## src/rtl/core/dual_quadrature_odometry_macros.svh

```systemverilog
// ---------------------------------------------------------------------------
// Assertion macros for the dual quadrature odometry block
// Clocked on clk and disabled during rst in every module that uses them.
// ---------------------------------------------------------------------------
`ifndef DUAL_QUADRATURE_ODOMETRY_MACROS_SVH
`define DUAL_QUADRATURE_ODOMETRY_MACROS_SVH

// Same-cycle implication: whenever ante holds, cons must hold too.
`define DQO_ASSERT_NOW(label, ante, cons, msg) \
  label: assert property (@(posedge clk) disable iff (rst) (ante) |-> (cons)) \
    else $error(msg);

// Next-cycle implication: whenever ante holds, cons must hold in the next cycle.
`define DQO_ASSERT_NEXT(label, ante, cons, msg) \
  label: assert property (@(posedge clk) disable iff (rst) (ante) |=> (cons)) \
    else $error(msg);

`endif

```

## src/rtl/core/dqo_pkg.sv

```systemverilog
// ---------------------------------------------------------------------------
// dqo_pkg
// Shared widths, step decoding and control types for the odometry block.
// ---------------------------------------------------------------------------
package dqo_pkg;

  localparam int COUNT_WIDTH = 16;   // running encoder count
  localparam int ACCUM_WIDTH = 32;   // position and side accumulators
  localparam int PIN_WIDTH   = 2;    // A in bit0, B in bit1
  localparam int SPEED_WIDTH = 16;   // speed result fields
  localparam int TRACK_WIDTH = 32;   // accumulator result fields

  localparam int IN_DATA_WIDTH  = ((2 * PIN_WIDTH + 7) / 8) * 8;
  localparam int OUT_DATA_WIDTH = 2 * SPEED_WIDTH + 2 * TRACK_WIDTH;

  typedef enum logic [1:0] {
    STEP_NONE = 2'b00,
    STEP_UP   = 2'b01,
    STEP_DOWN = 2'b10
  } step_t;

  // Control that moves one request from the input register into the state.
  typedef struct packed {
    logic advance;  // input register hands its request on this cycle
    logic tick;     // the request carries a read tick
  } step_ctrl_t;

  // Gray-code transition table: previous state against current state.
  // A jump of both bits, or no change, gives no step.
  function automatic step_t step_decode(input logic [PIN_WIDTH-1:0] last,
                                        input logic [PIN_WIDTH-1:0] now);
    step_t s;
    s = STEP_NONE;
    unique case ({last, now})
      4'b00_01: s = STEP_DOWN;
      4'b00_10: s = STEP_UP;
      4'b01_00: s = STEP_UP;
      4'b01_11: s = STEP_DOWN;
      4'b10_00: s = STEP_DOWN;
      4'b10_11: s = STEP_UP;
      4'b11_01: s = STEP_UP;
      4'b11_10: s = STEP_DOWN;
      default:  s = STEP_NONE;
    endcase
    return s;
  endfunction

endpackage

```

## src/rtl/core/dqo_encoder.sv

```systemverilog
// ---------------------------------------------------------------------------
// dqo_encoder
// One quadrature channel: last pin state and wrapping up/down count.
// ---------------------------------------------------------------------------
`include "dual_quadrature_odometry_macros.svh"

module dqo_encoder (
  input  logic                          clk,
  input  logic                          rst,
  input  dqo_pkg::step_ctrl_t           ctrl,
  input  logic [dqo_pkg::PIN_WIDTH-1:0] pins,
  output logic [dqo_pkg::COUNT_WIDTH-1:0] count_upd
);
  import dqo_pkg::*;

  logic [PIN_WIDTH-1:0]   last_pins;
  logic [COUNT_WIDTH-1:0] count;
  step_t                  step;

  assign step = step_decode(last_pins, pins);

  always_comb begin
    unique case (step)
      STEP_UP:   count_upd = count + COUNT_WIDTH'(1);
      STEP_DOWN: count_upd = count - COUNT_WIDTH'(1);
      default:   count_upd = count;
    endcase
  end

  always_ff @(posedge clk) begin
    if (rst) begin
      last_pins <= '0;
      count     <= '0;
    end else if (ctrl.advance) begin
      last_pins <= pins;
      count     <= ctrl.tick ? '0 : count_upd;
    end
  end

  `DQO_ASSERT_NEXT(a_tick_clears, ctrl.advance && ctrl.tick, count == '0, "count not cleared by tick")
  `DQO_ASSERT_NEXT(a_idle_holds, !ctrl.advance, $stable(count) && $stable(last_pins), "encoder state moved while idle")
  `DQO_ASSERT_NOW(a_single_step, 1'b1, (count_upd - count == COUNT_WIDTH'(0)) || (count_upd - count == COUNT_WIDTH'(1)) || (count - count_upd == COUNT_WIDTH'(1)), "count moved by more than one")

endmodule

```

## src/rtl/core/dqo_accum.sv

```systemverilog
// ---------------------------------------------------------------------------
// dqo_accum
// Speed snapshot, position and side accumulators, and the result register.
// ---------------------------------------------------------------------------
`include "dual_quadrature_odometry_macros.svh"

module dqo_accum (
  input  logic                               clk,
  input  logic                               rst,
  input  dqo_pkg::step_ctrl_t                ctrl,
  input  logic [dqo_pkg::COUNT_WIDTH-1:0]    right_count,
  input  logic [dqo_pkg::COUNT_WIDTH-1:0]    left_count,
  output logic                               m_tvalid,
  input  logic                               m_tready,
  output logic [dqo_pkg::OUT_DATA_WIDTH-1:0] m_tdata
);
  import dqo_pkg::*;

  logic signed [COUNT_WIDTH-1:0] rs;
  logic signed [COUNT_WIDTH-1:0] ls;
  logic [ACCUM_WIDTH-1:0]        position_sum;
  logic [ACCUM_WIDTH-1:0]        side_sum;
  logic [ACCUM_WIDTH-1:0]        position_sum_next;
  logic [ACCUM_WIDTH-1:0]        side_sum_next;
  logic                          out_valid;
  logic [OUT_DATA_WIDTH-1:0]     out_data;
  logic                          load;

  // Right wheel is mounted mirrored: report its count negated.
  assign rs = $signed(COUNT_WIDTH'(0) - right_count);
  assign ls = $signed(left_count);

  assign position_sum_next = position_sum + ACCUM_WIDTH'(rs) + ACCUM_WIDTH'(ls);
  assign side_sum_next     = side_sum + ACCUM_WIDTH'(rs) - ACCUM_WIDTH'(ls);

  assign load = ctrl.advance && ctrl.tick;

  always_ff @(posedge clk) begin
    if (rst) begin
      position_sum <= '0;
      side_sum     <= '0;
      out_valid    <= 1'b0;
    end else if (load) begin
      position_sum <= position_sum_next;
      side_sum     <= side_sum_next;
      out_valid    <= 1'b1;
    end else if (m_tready) begin
      out_valid    <= 1'b0;
    end
  end

  always_ff @(posedge clk) begin
    if (load) begin
      out_data <= {TRACK_WIDTH'($signed(side_sum_next)),
                   TRACK_WIDTH'($signed(position_sum_next)),
                   SPEED_WIDTH'(ls),
                   SPEED_WIDTH'(rs)};
    end
  end

  assign m_tvalid = out_valid;
  assign m_tdata  = out_data;

  `DQO_ASSERT_NOW(a_no_overwrite, load, !out_valid || m_tready, "result overwritten before taken")
  `DQO_ASSERT_NEXT(a_load_shows, load, m_tvalid, "result not presented after tick")
  `DQO_ASSERT_NEXT(a_sums_hold, !load, $stable(position_sum) && $stable(side_sum), "accumulator moved without tick")

endmodule

```

## src/rtl/core/dual_quadrature_odometry.sv

```systemverilog
// ---------------------------------------------------------------------------
// dual_quadrature_odometry
// Two-wheel quadrature decoder with speed snapshot and odometry sums.
// ---------------------------------------------------------------------------
// Each accepted request samples the right and left encoder A/B pins and steps
// each 16-bit wrapping count by -1, 0 or +1 per the Gray-code transition (a
// jump of both pins counts nothing). A request with the read tick set first
// applies its own pin sample, then emits one result: the negated right count,
// the left count, and the 32-bit wrapping position (sum of both speeds) and
// side difference (right minus left) accumulators after this update; both
// counts restart from zero. Requests without a tick emit nothing. The block
// takes one request per clock while no tick request waits: a request is held
// in the input register, the decode and the accumulator adds run from there,
// and the result is registered in the output register. Only a tick request
// whose result would overwrite an untaken result waits in the input register;
// pin samples keep streaming otherwise.
// ---------------------------------------------------------------------------
`include "dual_quadrature_odometry_macros.svh"

module dual_quadrature_odometry (
  input  logic                               clk,
  input  logic                               rst,
  input  logic                               s_tvalid,
  output logic                               s_tready,
  // s_tdata: [1:0] right_pins, [3:2] left_pins, [7:4] zero
  input  logic [dqo_pkg::IN_DATA_WIDTH-1:0]  s_tdata,
  // s_tuser: [0] read_tick
  input  logic                               s_tuser,
  output logic                               m_tvalid,
  input  logic                               m_tready,
  // m_tdata: [15:0] right_speed, [31:16] left_speed,
  //          [63:32] position, [95:64] side_difference
  output logic [dqo_pkg::OUT_DATA_WIDTH-1:0] m_tdata
);
  import dqo_pkg::*;

  // Input register: holds one request ahead of the decode logic.
  logic                   in_valid;
  logic [PIN_WIDTH-1:0]   in_right;
  logic [PIN_WIDTH-1:0]   in_left;
  logic                   in_tick;
  logic                   advance;
  step_ctrl_t             ctrl;
  logic [COUNT_WIDTH-1:0] right_count;
  logic [COUNT_WIDTH-1:0] left_count;

  // Advance unless a tick would clobber a result still waiting downstream.
  assign advance  = in_valid && (!in_tick || !m_tvalid || m_tready);
  assign s_tready = !in_valid || advance;

  assign ctrl.advance = advance;
  assign ctrl.tick    = in_tick;

  always_ff @(posedge clk) begin
    if (rst) begin
      in_valid <= 1'b0;
    end else if (s_tready) begin
      in_valid <= s_tvalid;
    end
  end

  always_ff @(posedge clk) begin
    if (s_tready && s_tvalid) begin
      in_right <= s_tdata[PIN_WIDTH-1:0];
      in_left  <= s_tdata[2*PIN_WIDTH-1:PIN_WIDTH];
      in_tick  <= s_tuser;
    end
  end

  dqo_encoder u_right (
    .clk       (clk),
    .rst       (rst),
    .ctrl      (ctrl),
    .pins      (in_right),
    .count_upd (right_count)
  );

  dqo_encoder u_left (
    .clk       (clk),
    .rst       (rst),
    .ctrl      (ctrl),
    .pins      (in_left),
    .count_upd (left_count)
  );

  dqo_accum u_accum (
    .clk         (clk),
    .rst         (rst),
    .ctrl        (ctrl),
    .right_count (right_count),
    .left_count  (left_count),
    .m_tvalid    (m_tvalid),
    .m_tready    (m_tready),
    .m_tdata     (m_tdata)
  );

  // A request only waits when it is a tick blocked by an untaken result.
  `DQO_ASSERT_NOW(a_stall_reason, in_valid && !advance, in_tick && m_tvalid && !m_tready, "input stalled without cause")
  `DQO_ASSERT_NOW(a_plain_flows, in_valid && !in_tick, advance, "pin sample failed to advance")
  `DQO_ASSERT_NEXT(a_result_source, !(advance && in_tick) && !m_tvalid, !m_tvalid, "result appeared without a tick")

endmodule
```

## config.mk

```make
export PLATFORM = sky130hd
export DESIGN_NAME = dual_quadrature_odometry
export DESIGN_NICKNAME = d
export VERILOG_FILES = /design/src/rtl/core/dqo_pkg.sv /design/src/rtl/core/dqo_encoder.sv /design/src/rtl/core/dqo_accum.sv /design/src/rtl/core/dual_quadrature_odometry.sv
export VERILOG_INCLUDE_DIRS = /design/src /design/src/rtl/core
export SDC_FILE = /design/constraint.sdc
export NUM_CORES = 1
export LEC_CHECK = 0
export ABC_AREA = 0
export BUFFER_PORTS_ARGS = -buffer_cell sky130_fd_sc_hd__buf_4
export CAP_MARGIN = 20
export CORE_MARGIN = 2
export CORE_UTILIZATION = 66
export CTS_CLUSTER_SIZE = 25
export DETAILED_ROUTE_END_ITERATION = 7
export HOLD_SLACK_MARGIN = 0.03
export PLACE_DENSITY_LB_ADDON = 0.05
export REMOVE_ABC_BUFFERS = 1
export SYNTH_ARGS = -nofsm -noshare
export SYNTH_HDL_FRONTEND = slang
export SYNTH_SLANG_ARGS = --single-unit
```

## constraint.sdc

```tcl
create_clock -name clk -period 11.1 [get_ports clk]
set_input_delay 0.555 -clock clk [delete_from_list [all_inputs] [get_ports clk]]
set_output_delay 0.555 -clock clk [all_outputs]
set_load 0.005 [all_outputs]
```

==> out/metrics.csv <==
stage;metric;value;unit
synth;synthCells;1514;
finish;stdcell_count;1875;
synth;post_synth_instance_area;13800;sq um
power_and_ir_drop;ir_drop;0.351;mV
clock_network;cts_resized;0;
synth;synth_largest_area_cell;sky130_fd_sc_hd__edfxtp_1;
clock_network;tritoncts;done;
timing;report.final.hold_viol_count;0;
worst_setup_path;cp_data_required_time;11.54;ns
synth;synth.yosys.seq_area_share;0.367;
routing;post_drt_wl_per_cell;17.4;um
placement;place_hpwl;22500;um
timing;period_share;0.736;
timing;worst_clock_skew;0.0119;ns
grt;grt_use_met2;0.505;
placement;port-buffer-count;106;
synth;netlist.area_leader.share;0.220;
routing;via_per_inst;6.09;
timing;finalWorstPathRequiredPeriod;8.17;ns
clock_network;clock_latency;0.52;ns
routing;drt_drc_violations_left;0;
synth;synth_seq_cells;203;
timing;count_of_final_max_slew_check_failures;0;
grt;grt_use_met3;0.0368;
floorplan;initial_core_util;0.678;
finish;post_route_cells_drive_above_1_share;0.110;
finish;nets;1747;
synth;synth_top_cells_by_area;sky130_fd_sc_hd__edfxtp_1 22%, sky130_fd_sc_hd__dfxtp_1 15%, sky130_fd_sc_hd__ha_1 8.8%;
grt;global_route.usage.total;0.298;
grt;antenna_found_initial;0;
grt;gr-max-usage-layer;met2;
clock_network;h-tree-depth;1;
placement;place_inst;1835;
clock_network;root_buffer;sky130_fd_sc_hd__clkbuf_16;
worst_setup_path;timing.critical_path.fanout_max;43;
synth;yosysWarnings;0;
synth;postSynth.asyncResetShare;0;
flow_run;max_cap_violations;0;
power_and_ir_drop;power_density;320;nW/um^2
timing;slew_at_the_pin_closest_to_its_max_slew_limit;0.932;ns
routing;drt_iter0_drc;823;
worst_setup_path;critical_path.endpoint_type;register;
routing;drtPass1Iterations;6;
worst_setup_path;critical-path-slowest-cell;sky130_fd_sc_hd__fa_1;
timing;slew_headroom;0.378;
grt;globalRouteOverflowTotal;0;
timing;setup-tns-final;0;ns
grt;met1_usage;0.403;
synth;syn-mean-instance-area;9.12;sq um
clock_network;cts-hold-fix-buffers;0;
floorplan;chipHeight;149;um
power_and_ir_drop;leakage_power_total;6.48;nW
min_path;hp-class;primary input to register;
timing;report.final.setup_viol;0;
floorplan;io-pin-count;111;
floorplan;floorplan.core_area;20400;sq um
routing;wire_length_after_detailed_routing;32600;um
worst_setup_path;setup.worst_path.class;register to register;
synth;ys.flop_type;sky130_fd_sc_hd__dfxtp_1;
timing;maximum_clock_rate;122;MHz
routing;vias;11400;
synth;synthDistinctLibCells;86;
grt;grt_start_max_net_pins;89;
clock_network;clockBufferDepth;3;
floorplan;die_width;149;um
outcome;status;finished clean;
worst_setup_path;timing.critical_path.from_type;register;
floorplan;fp.dieArea;22100;sq um
floorplan;num_rows;52;
worst_setup_path;critical_path_arrival;8.61;ns
clock_network;cts.sinks;203;
grt;wire_length_of_the_first_global_routing_pass;53800;um
routing;final_ant_viol_nets;0;
synth;yosys-top-cells-count;190 x sky130_fd_sc_hd__nand2_1, 136 x sky130_fd_sc_hd__a21oi_1, 112 x sky130_fd_sc_hd__inv_1;
finish;antenna_cells;0;
placement;place.gp.congestion;0.912;
synth;synth-edff-count;101;
timing;rsz0062_at_grt;false;
synth;synthMostInstantiatedCell;sky130_fd_sc_hd__nand2_1;
clock_network;cts_post_setup_buffers_inserted;0;
finish;area_delta_synth_final;12.7;%
clock_network;worst_setup_hold_path_clk_slew;0.06;ns
grt;grt_pass1_vias;10900;
clock_network;cts-buffers-inserted;22;
worst_setup_path;crit_path_max_cell_delay;0.51;ns
power_and_ir_drop;power;4.98;mW
==> final cells by class <==
type	count	area (sq um)
multi-input combinational	1131	8050
sequential	203	5070
fill	1457	4800
timing repair buffer	118	886
clock buffer	25	583
inverter	113	429
tap	270	338
clock inverter	15	198
==> layer usage <==
metal | vias to the layer above | routed length (um)
li1 | 5493 | -
met1 | 5466 | 14200
met2 | 400 | 15500
met3 | 57 | 2020
met4 | 0 | 824
met5 | - | 0
==> per-stage QoR <==
| step | instance area (sq um) | hold WS [ns] | util | worst slack [ns] |
|---|---|---|---|---|
| floorplan | 13500 | 0.430 | - | 2.70 |
| global placement | 14800 | 0.442 | 0.726 | 3.22 |
| detailed placement | 14800 | 0.446 | 0.726 | 3.06 |
| CTS | 15600 | 0.201 | 0.764 | 3.03 |
| global route | 15600 | 0.203 | 0.764 | 2.42 |
| finish | 15600 | 0.216 | 0.764 | 2.93 |
==> registers in the layout, indices dropped and copies added, names as in the netlist <==
name and count:
in_left 2, in_right 2, in_tick 1, in_valid 1
u_accum.m_tdata 96, u_accum.m_tvalid 1, u_accum.position_sum 32, u_accum.side_sum 32
u_left.count 16, u_left.last_pins 2, u_right.count 16, u_right.last_pins 2
==> cells by family (layout without fill, tap and decap cells) <==
kind of cell | after synthesis | in the layout | share of synthesized area
adders and majority gates | 145 | 145 | 0.157
xor gates and xnor gates | 121 | 121 | 0.0773
muxes | 7 | 7 | 0.00534
DFF | 203 | 203 | 0.367
buffers and inverters | 180 | 271 | 0.0512
AOI/OAI and AO/OA | 397 | 397 | 0.187
and+or+nand+nor | 461 | 461 | 0.155
==> power breakdown <==
part | total (mW) | internal (mW) | switching (mW)
registers | 1.20 | 1.12 | 0.0812
clock network | 0.793 | 0.475 | 0.318
logic | 2.98 | 1.23 | 1.75
total | 4.98 | 2.83 | 2.15
==> worst paths after layout <==
kind / start / to / slack, ns / cells past startpoint
hold reg to reg: u_accum.side_sum[5]$_SDFFE_PP0P_ / u_accum.side_sum[5]$_SDFFE_PP0P_ / 0.46 / 2
hold / removal: s_tdata[1] / in_right[1]$_DFFE_PP_ / 0.22 / 1
setup / recovery: in_right[1]$_DFFE_PP_ / u_accum.position_sum[31]$_SDFFE_PP0P_ / 2.93 / 29
setup reg to reg: in_right[1]$_DFFE_PP_ / u_accum.position_sum[31]$_SDFFE_PP0P_ / 2.93 / 29
==> critical path, delay by kind of cell, from the launching register on <==
family                     cells  cell delay, ns
adders and majority gates      4            1.26
muxes                          1            0.36
xor gates and xnor gates       5            1.05
and+or+nand+nor                7            1.76
AOI/OAI and AO/OA             11            2.87
buffers and inverters          1            0.37
DFF                            1            0.40
==> cell usage in the layout, fill, tap and decap left out, drive strengths merged, types with 9 or more instances in the layout <==
cell type	n
nand2	190
a21oi	136
buf	118
inv	115
nor2	111
dfxtp	102
edfxtp	101
ha	97
xnor2	74
o21ai	66
fa	48
xor2	47
a21o	46
nor3	37
clkbuf	25
a22oi	24
nand3	23
a31oi	12
and3	12
a211oi	12
nor2b	11
o21a	11
and2	11
o21bai	10
or3	9
Power figures use the tool's default switching activity.
